===== src/sv/pli_pkg.sv =====
// Shared types and constants for the piecewise linear interpolator.
package pli_pkg;

  localparam int unsigned MaxPoints  = 64;
  localparam int unsigned IdxW       = $clog2(MaxPoints);
  localparam int unsigned CntW       = IdxW + 1;
  localparam int unsigned ValW       = 32;
  localparam int unsigned ProdW      = 2 * ValW;
  localparam int unsigned SumW       = ProdW + 1;
  localparam int unsigned StatW      = 3;
  localparam int unsigned PaddrW     = 3;
  localparam logic [PaddrW-1:0] AddrPointsInUse = 3'd0;
  localparam logic [CntW-1:0]   PointsReset     = CntW'(2);

  localparam logic OpLoad = 1'b0;
  localparam logic OpEval = 1'b1;

  localparam logic [StatW-1:0] StInterp  = 3'd0;
  localparam logic [StatW-1:0] StClampLo = 3'd1;
  localparam logic [StatW-1:0] StClampHi = 3'd2;
  localparam logic [StatW-1:0] StSat     = 3'd3;
  localparam logic [StatW-1:0] StZeroSeg = 3'd4;

  typedef struct packed {
    logic                   opcode;
    logic [IdxW-1:0]        point_index;
    logic signed [ValW-1:0] x_value;
    logic signed [ValW-1:0] y_value;
  } in_word_t;

  typedef struct packed {
    logic signed [ValW-1:0] y_out;
    logic [StatW-1:0]       status;
  } out_word_t;

  // Controller to datapath
  typedef struct packed {
    logic            capture;   // latch the incoming word
    logic            load;      // write the table at the captured slot
    logic            rd_en;     // issue a table read
    logic [IdxW-1:0] rd_addr;
    logic            chk_lo;    // read data holds slot 0
    logic            chk_hi;    // read data holds last slot
    logic            chk_seg;   // read data holds slot k+1, previous holds k
    logic            keep_prev; // keep read data as x_k / y_k
    logic            mul_a;     // first product
    logic            mul_b;     // second product
    logic            sum;       // combine products, start divide
    logic            div_step;
    logic            out_clamp_lo;
    logic            out_clamp_hi;
    logic            out_zero;
    logic            out_div;
  } pli_cmd_t;

  // Datapath to controller
  typedef struct packed {
    logic below;      // x < x_0
    logic above;      // x >= x_last
    logic in_seg;     // x_k <= x < x_k+1
    logic div_done;
  } pli_sts_t;

endpackage


===== src/sv/pli_ctrl.sv =====
// Controller: sequences load, clamp checks, segment search and divide.
module pli_ctrl (
  input  logic                   clk_i,
  input  logic                   rst_ni,
  input  logic                   in_valid_i,
  output logic                   in_stall_o,
  input  logic                   in_opcode_i,
  output logic                   out_valid_o,
  input  logic                   out_stall_i,
  input  logic [pli_pkg::CntW-1:0] npts_i,
  input  pli_pkg::pli_sts_t      sts_i,
  output pli_pkg::pli_cmd_t      cmd_o
);
  import pli_pkg::*;

  localparam logic [3:0] S_IDLE = 4'd0, S_LOAD = 4'd1, S_R0 = 4'd2, S_C0 = 4'd3,
                         S_CH = 4'd4, S_SRD = 4'd5, S_SCK = 4'd6, S_MB = 4'd7,
                         S_SUM = 4'd8, S_DIV = 4'd9, S_OUT = 4'd10, S_RH = 4'd11;

  logic [3:0]      st_q, st_d;
  logic [IdxW-1:0] k_q, k_d;
  logic            ov_q, ov_d;
  logic [IdxW-1:0] last;
  logic [CntW-1:0] n;

  always_comb begin
    n = npts_i;
    if (n < CntW'(2)) n = CntW'(2);
    if (n > CntW'(MaxPoints)) n = CntW'(MaxPoints);
    last = IdxW'(n - 1'b1);
  end

  // hold the input off while busy or while a result word is still waiting
  assign in_stall_o  = (st_q != S_IDLE) || ov_q;
  assign out_valid_o = ov_q;

  always_comb begin
    st_d  = st_q;
    k_d   = k_q;
    ov_d  = ov_q && out_stall_i;
    cmd_o = '0;
    unique case (st_q)
      S_IDLE: begin
        if (in_valid_i && !ov_q) begin
          cmd_o.capture = 1'b1;
          st_d = (in_opcode_i == OpLoad) ? S_LOAD : S_R0;
        end
      end
      S_LOAD: st_d = S_IDLE;
      S_R0: begin
        cmd_o.rd_en = 1'b1;
        cmd_o.rd_addr = '0;
        st_d = S_C0;
      end
      S_C0: begin
        if (sts_i.below) begin
          cmd_o.out_clamp_lo = 1'b1;
          st_d = S_OUT;
        end else begin
          cmd_o.rd_en = 1'b1;
          cmd_o.rd_addr = last;
          st_d = S_RH;
        end
      end
      S_RH: st_d = S_CH;
      S_CH: begin
        if (sts_i.above) begin
          cmd_o.out_clamp_hi = 1'b1;
          st_d = S_OUT;
        end else begin
          k_d = '0;
          cmd_o.rd_en = 1'b1;
          cmd_o.rd_addr = '0;
          st_d = S_SRD;
        end
      end
      S_SRD: begin
        // read data holds slot k; keep it, fetch k+1
        cmd_o.keep_prev = 1'b1;
        cmd_o.rd_en = 1'b1;
        cmd_o.rd_addr = k_q + 1'b1;
        st_d = S_SCK;
      end
      S_SCK: begin
        if (sts_i.in_seg) begin
          cmd_o.mul_a = 1'b1;
          st_d = S_MB;
        end else if (IdxW'(k_q + 1'b1) == last) begin
          cmd_o.out_zero = 1'b1;
          st_d = S_OUT;
        end else begin
          k_d = k_q + 1'b1;
          cmd_o.rd_en = 1'b1;
          cmd_o.rd_addr = k_q + 1'b1;
          st_d = S_SRD;
        end
      end
      S_MB: begin
        cmd_o.mul_b = 1'b1;
        st_d = S_SUM;
      end
      S_SUM: begin
        cmd_o.sum = 1'b1;
        st_d = S_DIV;
      end
      S_DIV: begin
        cmd_o.div_step = 1'b1;
        if (sts_i.div_done) begin
          cmd_o.div_step = 1'b0;
          cmd_o.out_div = 1'b1;
          st_d = S_OUT;
        end
      end
      S_OUT: begin
        ov_d = 1'b1;
        st_d = S_IDLE;
      end
      default: st_d = S_IDLE;
    endcase
    if (st_q == S_LOAD) cmd_o.load = 1'b1;
  end

  always_ff @(posedge clk_i or negedge rst_ni) begin
    if (!rst_ni) begin
      st_q <= S_IDLE;
      k_q  <= '0;
      ov_q <= 1'b0;
    end else begin
      st_q <= st_d;
      k_q  <= k_d;
      ov_q <= ov_d;
    end
  end

`ifndef ASSERT_OFF
  a_no_accept_busy: assert property (@(posedge clk_i) disable iff (!rst_ni)
    (st_q != S_IDLE) |-> in_stall_o) else $error("accept while busy");
  a_out_after_done: assert property (@(posedge clk_i) disable iff (!rst_ni)
    $rose(ov_q) |-> $past(st_q) == S_OUT) else $error("result out of sequence");
  a_one_result: assert property (@(posedge clk_i) disable iff (!rst_ni)
    (st_q == S_OUT) |-> !ov_q) else $error("result overwritten");
  a_no_accept_pending: assert property (@(posedge clk_i) disable iff (!rst_ni)
    ov_q |-> in_stall_o) else $error("accept while result pending");
`endif

endmodule

===== config.mk =====
export PLATFORM = sky130hd
export DESIGN_NAME = pli_ctrl
export DESIGN_NICKNAME = d
export VERILOG_FILES = /design/src/sv/pli_pkg.sv /design/src/sv/pli_ctrl.sv
export SDC_FILE = /design/constraint.sdc
export NUM_CORES = 1
export LEC_CHECK = 0
export ABC_CLOCK_PERIOD_IN_PS = 4300
export BUFFER_PORTS_ARGS = -buffer_cell sky130_fd_sc_hd__buf_2
export CORE_UTILIZATION = 50
export DETAILED_ROUTE_END_ITERATION = 6
export GPL_TIMING_DRIVEN = 0
export PLACE_DENSITY = 0.86
export RECOVER_POWER = 100
export SETUP_SLACK_MARGIN = 0.2
export SLEW_MARGIN = 10
export SYNTH_ARGS = -nofsm -noshare
export SYNTH_HDL_FRONTEND = slang
export SYNTH_SLANG_ARGS = --single-unit

===== constraint.sdc =====
create_clock -name clk_i -period 4.3 [get_ports clk_i]
set_input_delay 0.43 -clock clk_i [delete_from_list [all_inputs] [get_ports clk_i]]
set_output_delay 0.43 -clock clk_i [all_outputs]
set_load 0.1 [all_outputs]

### Word level (Yosys, flattened, before mapping)

Cells that the tools add are included.

| word-level totals | value |
|---|---|
| flip-flop bits (word level) | 11 |
| logic and storage cells | 72 |
| output and inout port bits | 23 |

| cells by class | value |
|---|---|
| reductions and logical operators | 9 |
| mux-type cells | 39 |
| add/sub/neg operators | 2 |
| equal/unequal tests | 17 |
| magnitude comparators | 2 |

Operators with widths:

| operator | count |
|---|---|
| one-hot mux 4 bit (10 select lines) | 1 |
| two-way mux 7 bit | 5 |
| one-hot mux 7 bit (5 select lines) | 1 |
| two-way mux 6 bit | 4 |
| two-way mux 1 bit | 21 |
| two-way mux 4 bit | 5 |
| equality test 4 x 3 -> 1 bit, second input constant | 4 |
| equality test 4 bit, second input constant | 4 |
| one-hot mux 6 bit (2 select lines) | 1 |
| inequality test 2 bit, second input constant | 5 |
| equality test 4 x 2 -> 1 bit, second input constant | 2 |
| > comparator 7 bit, second input constant | 1 |
| < comparator 7 x 2 -> 1 bit, second input constant | 1 |
| adder 6 x 1 -> 6 bit, second input constant | 1 |
| equality test 6 bit | 1 |
| subtractor 6 x 1 -> 6 bit, second input constant | 1 |
| equality test 4 x 1 -> 1 bit, second input constant | 1 |
| logical NOT 4 bit | 1 |
| AND reduction 4 bit | 1 |
| nonzero test 4 bit | 1 |
| logical AND 1 bit | 2 |
| two-way mux 2 bit | 1 |
| AND reduction 2 bit | 1 |
| nonzero test 2 bit | 1 |
| other kinds (2) | 2 |

### Logic depth before layout (Yosys ltp)

Gate-level depths: netlist of run 1.

| depth | value |
|---|---|
| depth after elaboration | 9 |
| mapped depth | 11 |

### Least setup slack after synthesis of run 1

No wires, ideal clock.

| timing path | value |
|---|---|
| path kind | input-to-output |
| start point | input npts_i[6] in the netlist's numbering |
| end point | output cmd_o[14] in the netlist's numbering |
| cell stages on the path | 9 |
| slack | -0.012 ns |
| arrival time | 3.882 ns |
| path buffers | 0 |
| required time | 3.870 ns |
| cell sequence | nand2b_1 -> a21oi_1 -> inv_1 -> ha_1 -> xnor3_1 -> nor2_1 -> nand4_1 -> o211ai_2 -> o21ai_0 |

RTL lines:

| element | line | text |
|---|---|---|
| start: declaration | pli_ctrl.sv:10 | `input logic [pli_pkg::CntW-1:0] npts_i,` |
| end: declaration | pli_ctrl.sv:12 | `output pli_pkg::pli_cmd_t cmd_o` |

==> impl_results.md, run 1 <==
- Status: completed
- Setup CP Type: input port to output pin
- Most frequent cells in the layout: clkbuf_1 (25), buf_2 (18), inv_1 (16)
- DRC Markers: 0
- Reg-to-reg startpoint: k_q[1]
- Synth cell types: 50
- Die ar.: 2566 um2
- Part of the power in registers: 0.185
- Ys async rst share: 1.000
- Clock power share: 0.066
- Post-CTS Resized: 0
- Worst setup path start: npts_i[6]
- Die width: 50.66 um
- Crit path DAT: 3280 ps
- Via Count: 1,327
- Syn Inst Count: 159
- Starting Density: 0.5351
- FF+latch count, synth: 11
- Synth Area in Simple Gates: 0.2569
- Cts hold-fix bufs: 0
- Register area share after synthesis: 0.2326
- Buffers on Ports: 35
- Final nets: 219
- CTS tree: done
- Final wirelength: 3.042 mm
- WL per Instance: 13.34 um
- Storage element area: 275.3 um2
- Pint: 0.3640 mW
- Post-synthesis area per instance: 7.444 um2
- RSZ-0062 raised after global routing: false
- Clk root buf: clkbuf_4
- Maximum VDD drop: 0.4316 mV
- Clk slew on worst S/H paths: 60 ps
- Post-Syn Area: 1184 um2
- Combinational family with the most area after synthesis: compound AO/OA/AOI/OAI gates
- PwrDens: 699.6 nW/um2
- Clk_lat worst skew: 250 ps
- Critical path peak fanout: 10
- Sw power: 0.6068 mW
- Largest net degree at the start of global routing: 12
- Worst hold slack: 125.8 ps
- Via density per instance: 5.820
- Pleak: 0.6148 nW
- Synth Area in XOR/XNOR: 0.07717
- Adder-Cell Fraction of Synth Area: 0.02114
- Post-synthesis mux area share: 0.008457
- Max-cap check violation count: 0
- Max Fclk: 269.8 MHz
- Final Setup Violations: 0
- CTS max path bufs: 2
- Worst slew pin tran: 1168 ps
- Crit path capture type: output pin
- H-tree depth: 1
- IO Count: 39
- DR pass1 iterations: 4
- Clock skew: 2.848 ps
- Iteration-0 DRC count of the detailed router: 37
- Ys Warns: 0
- Die H: 50.66 um
- Fill cells: 217
- Initial antenna violation count: 0
- Fin. max-slew vios: 0
- Final period utilization: 0.8621
- Max_slew headroom: 0.2246
- EDFF count, synth: 0
- Switching share of power: 0.6251
- Area Growth Syn to Fin: 17.23%
- Postcts setup bufs: 0
- Final TNS setup: 0 ps
- Combinational power share: 0.749
- Diodes inserted: 0
- GRT Overall Usage: 0.2532
- Commonest register cell after synthesis: dfrtp_1
- GRT Residual Overflow: 0
- Core Region: 2212 um2
- HP Class: input port to async pin
- Most common cell after layout, fill and taps aside: clkbuf_1
- Synth Area in Compound Gates: 0.3023
- Clock sinks: 11
- Hpwl dp: 2.473 mm
- Vias in the first global route: 1,169
- GPL Wtd Cong: 0.8805
- Startpoint class of the critical path: input port
- Rows: 17
- Crit path time final: 3707 ps
- Fraction of layout cells with a size suffix above 1: 0.1450
- Worst R2R Path Depth: 8
- Post-DRT Antenna Nets: 0
- CTS buffer count: 3
- Global-route wire length before repair: 5.016 mm
- Hold Vio Cnt, Final: 0
- Required time of the critical path: 3870 ps
- Area of the multi-input gates: 788.3 um2
state kept, by name, indices dropped and copies added (netlist names):
| name | flops |
|---|---|
| st_q | 4 |
| k_q | 6 |
| out_valid_o | 1 |
layout make-up:
cell class              instances  area share
repair buffers                 35      0.1109
inverters                      16     0.04328
multi-input cells             124      0.5681
flip-flops and latches         11      0.1984
clock buffers                   4     0.01894
well taps                      28     0.02525
plain buffers                  10     0.03517
metal layers:
layer  GRT usage  wire length [um]  vias to the layer above  part of all wire
li1            -                 -                      660                 -
met1      0.3184              1367                      626              0.45
met2      0.4400              1524                       37              0.50
met3     0.01515               123                        4             0.040
met4      0.1157                26                        0            0.0085
met5           0                 0                        -                 0
cells by family after synthesis:
group	count (synthesis)
XOR/XNOR	8
multiplexers	1
other	1
AO/OA/AOI/OAI	53
flip-flops	11
buffers and inverters	26
adder cells (fa/ha/maj)	2
AND/OR/NAND/NOR	57
power by group through the flow:
stage / registers, mW / clock network (mW) / logic, mW
detailed placement: 0.181 / 0 / 0.732
CTS: 0.178 / 0.0687 / 0.734
global placement: 0.176 / 0 / 0.721
floorplan: 0.192 / 0 / 0.595
global route: 0.184 / 0.0726 / 0.775
finish: 0.179 / 0.0640 / 0.727
synth_stat cells (2+ instances only):
cell type / number / share of area
nand2_1: 13 / 0.041
buf_4: 3 / 0.019
a211oi_1: 2 / 0.013
a21o_1: 2 / 0.013
xnor2_1: 5 / 0.037
nand2b_1: 2 / 0.011
inv_1: 16 / 0.051
or4_1: 2 / 0.013
nor2b_1: 2 / 0.011
clkbuf_1: 6 / 0.019
nand3_1: 3 / 0.013
or2_2: 2 / 0.011
a21oi_1: 11 / 0.047
nor2_1: 15 / 0.048
dfrtp_1: 11 / 0.23
or3_1: 2 / 0.011
nor3_1: 6 / 0.025
o221ai_1: 2 / 0.015
o21a_1: 3 / 0.019
o31ai_1: 3 / 0.019
o32a_1: 3 / 0.025
nor4b_1: 2 / 0.015
ha_1: 2 / 0.021
o21ai_0: 8 / 0.034
o22ai_1: 6 / 0.032
o21ai_1: 3 / 0.013
metrics by stage:
| stage | power [mW] | cell area [um2] | instances | worst slack (ps) | util |
|---|---|---|---|---|---|
| CTS | 0.9810 | 1428 | 228 | 957.4 | 0.6454 |
| detailed placement | 0.9127 | 1401 | 224 | 958.6 | 0.6335 |
| global placement | 0.8974 | 1401 | 224 | 1010 | 0.6335 |
| floorplan | 0.7873 | 1191 | 161 | -11.89 | - |
| finish | 0.9708 | 1388 | 228 | 592.9 | 0.6273 |
| global route | 1.032 | 1388 | 228 | 388.3 | 0.6273 |
worst max-delay path, cell delays in order:
cell	delay (ps)
clkbuf_1	100
nand2b_1	150
a21oi_1	270
inv_1	80
ha_1	260
nand4bb_1	110
a21oi_1	90
or3_1	370
a21o_1	220
o211ai_1	310
clkbuf_1	420
o21ai_1	130
buf_2	310
final timing paths:
check | end | slack (ps)
min in group clk_i | out_valid_o | 410
min reg2reg | k_q[5] | 550
max | cmd_o[16] | 590
max in group asynchronous | k_q[1] | 3810
min | k_q[4] | 130
max reg2reg | k_q[4] | 1620
Power figures use the tool's default switching activity.
==> run 2: changes to the inputs <==
Settings changed: CELL_PAD_IN_SITES_DETAIL_PLACEMENT from default to 0, CELL_PAD_IN_SITES_GLOBAL_PLACEMENT from default to 1, CORE_UTILIZATION 50 to 38, PLACE_DENSITY 0.86 to 0.91.
==> impl_results.md, run 2 (synthesis gave the netlist of run 1 again) <==
- Pint: 0.3650 mW
- Max Fclk: 276.7 MHz
- DP Worst Slack: 861.9 ps
- Required time of the critical path: 3870 ps
- GRT met1 Usage: 0.2881
- Clock skew: 4.701 ps
- Via Count: 1,328
- Maximum VDD drop: 0.3800 mV
- Clk_lat worst skew: 270 ps
- DR pass1 iterations: 6
- Worst hold slack: 134.1 ps
- Clock sinks: 11
- Most used routing layer: met2
- Vias in the first global route: 1,255
- Critical path peak fanout: 10
- Final period utilization: 0.8405
- Hpwl dp: 2.583 mm
- Cells along the critical path: clkbuf_1 -> nand2b_1 -> a21oi_1 -> inv_1 -> ha_1 -> nand4bb_1 -> a21oi_1 -> or3_1 -> a21o_1 -> o211ai_1 -> buf_6 -> o21ai_1 -> clkbuf_2
- Cts hold-fix bufs: 0
- Buffers on Ports: 35
- Max_slew headroom: 0.2230
- GRT met2 Usage: 0.3366
- GPL Wtd Cong: 0.8856
- Post-DRT Antenna Nets: 0
- Postcts setup bufs: 0
- Failing checks: design-rule violations
- Switching share of power: 0.6273
- Sw power: 0.6142 mW
- Worst slew pin tran: 1170 ps
- Placed instance area: 1405 um2
- GRT Overall Usage: 0.2076
- H-tree depth: 1
- Hold Vio Cnt, Final: 0
- Crit path time final: 3614 ps
- Initial antenna violation count: 0
- Diodes inserted: 0
- Final worst setup slack: 686.0 ps
- Post-CTS Resized: 0
- Setup CP Type: input port to output pin
- Clk root buf: clkbuf_4
- HP Class: input port to async pin
- Most used cell, CP: a21oi_1
- Most frequent cells in the layout: clkbuf_1 (21), inv_1 (16), buf_2 (16)
- Fraction of layout cells with a size suffix above 1: 0.1650
- Biggest register: k_q
- GRT Residual Overflow: 0
- Die ar.: 3342 um2
- Die width: 57.81 um
- CTS tree: done
- Clk slew on worst S/H paths: 70 ps
- R2R setup slack: 1810 ps
- CTS max path bufs: 2
- Die H: 57.81 um
- Pleak: 0.6284 nW
- Max reg flops: 6
- Fin. max-slew vios: 0
- Part of the power in registers: 0.182
- Most common cell after layout, fill and taps aside: clkbuf_1
- CP peak stage delay: 390 ps
- WL per Instance: 14.08 um
- Starting Density: 0.4149
- Clock power share: 0.071
- Cell family with most CP delay: compound AO/OA/AOI/OAI gates
- RSZ-0062 raised after global routing: false
- Startpoint class of the critical path: input port
- Combinational power share: 0.747
- Max-cap check violation count: 0
- Largest net degree at the start of global routing: 12
- Crit path DAT: 3180 ps
- CTS buffer count: 3
- Area Growth Syn to Fin: 18.50%
- Crit path buf inv count: 4
- Rows: 19
- Global-route met3 utilization: 0.01563
- Iteration-0 DRC count of the detailed router: 59
- Final instance area: 1403 um2
- Status: complete, but fails checks
- Final wirelength: 3.252 mm
- Core Region: 2853 um2
- Final nets: 219
- Global-route wire length before repair: 5.451 mm
- DRC Markers: 4
- Final Setup Violations: 0
- Max stage delay cell, worst path: clkbuf_2
- Via density per instance: 5.749
- PwrDens: 698.1 nW/um2
- IO Count: 39
- Crit path capture type: output pin
run 2: power by group through the flow:
stage	registers (mW)	logic (mW)	clock network (mW)
2_1_floorplan	0.192	0.595	0
3_3_place_gp	0.177	0.737	0
3_5_place_dp	0.180	0.738	0
4_1_cts	0.178	0.741	0.0732
5_1_grt	0.185	0.791	0.0762
6_report	0.178	0.731	0.0697
run 2: through the flow:
stage / util / TNS [ps] / power (mW) / instances
6_report: 0.4917 / 0 / 0.9791 / 231
5_1_grt: 0.4917 / 0 / 1.052 / 231
4_1_cts: 0.5018 / 0 / 0.9925 / 231
3_5_place_dp: 0.4925 / 0 / 0.9175 / 227
3_3_place_gp: 0.4925 / 0 / 0.9139 / 227
2_1_floorplan: - / -23.78 / 0.7873 / 161
run 2: worst paths after layout:
| check | startpoint | to | cells past startpoint |
|---|---|---|---|
| max | npts_i[6] | cmd_o[16] | 13 |
| min | rst_ni | st_q[1] | 1 |
| max reg2reg | k_q[1] | k_q[3] | 8 |
| min reg2reg | k_q[4] | k_q[4] | 2 |
| max in group asynchronous | rst_ni | k_q[3] | 1 |
| min in group clk_i | out_stall_i | out_valid_o | 3 |
run 2: layout make-up:
class / instances / area (um2)
flip-flops and latches: 11 / 275.3
well taps: 31 / 38.79
multi-input cells: 124 / 788.3
inverters: 16 / 60.06
clock buffers: 4 / 26.28
plain buffers: 10 / 56.30
fillers: 312 / 1450
repair buffers: 35 / 157.7
run 2: routing by layer:
metal  vias up  wire [um]
li1        663          -
met1       609       1502
met2        48       1504
met3         8        188
met4         0         55
met5         -          0
run 2: worst register-to-register path, cell delays in order, from the launching register on:
cell      delay, ps
dfrtp_1         420
ha_1            240
xnor2_2         290
xnor3_1         360
nor2_1          150
nand4_1         180
o211ai_1        420
buf_6           210
o22ai_1          80
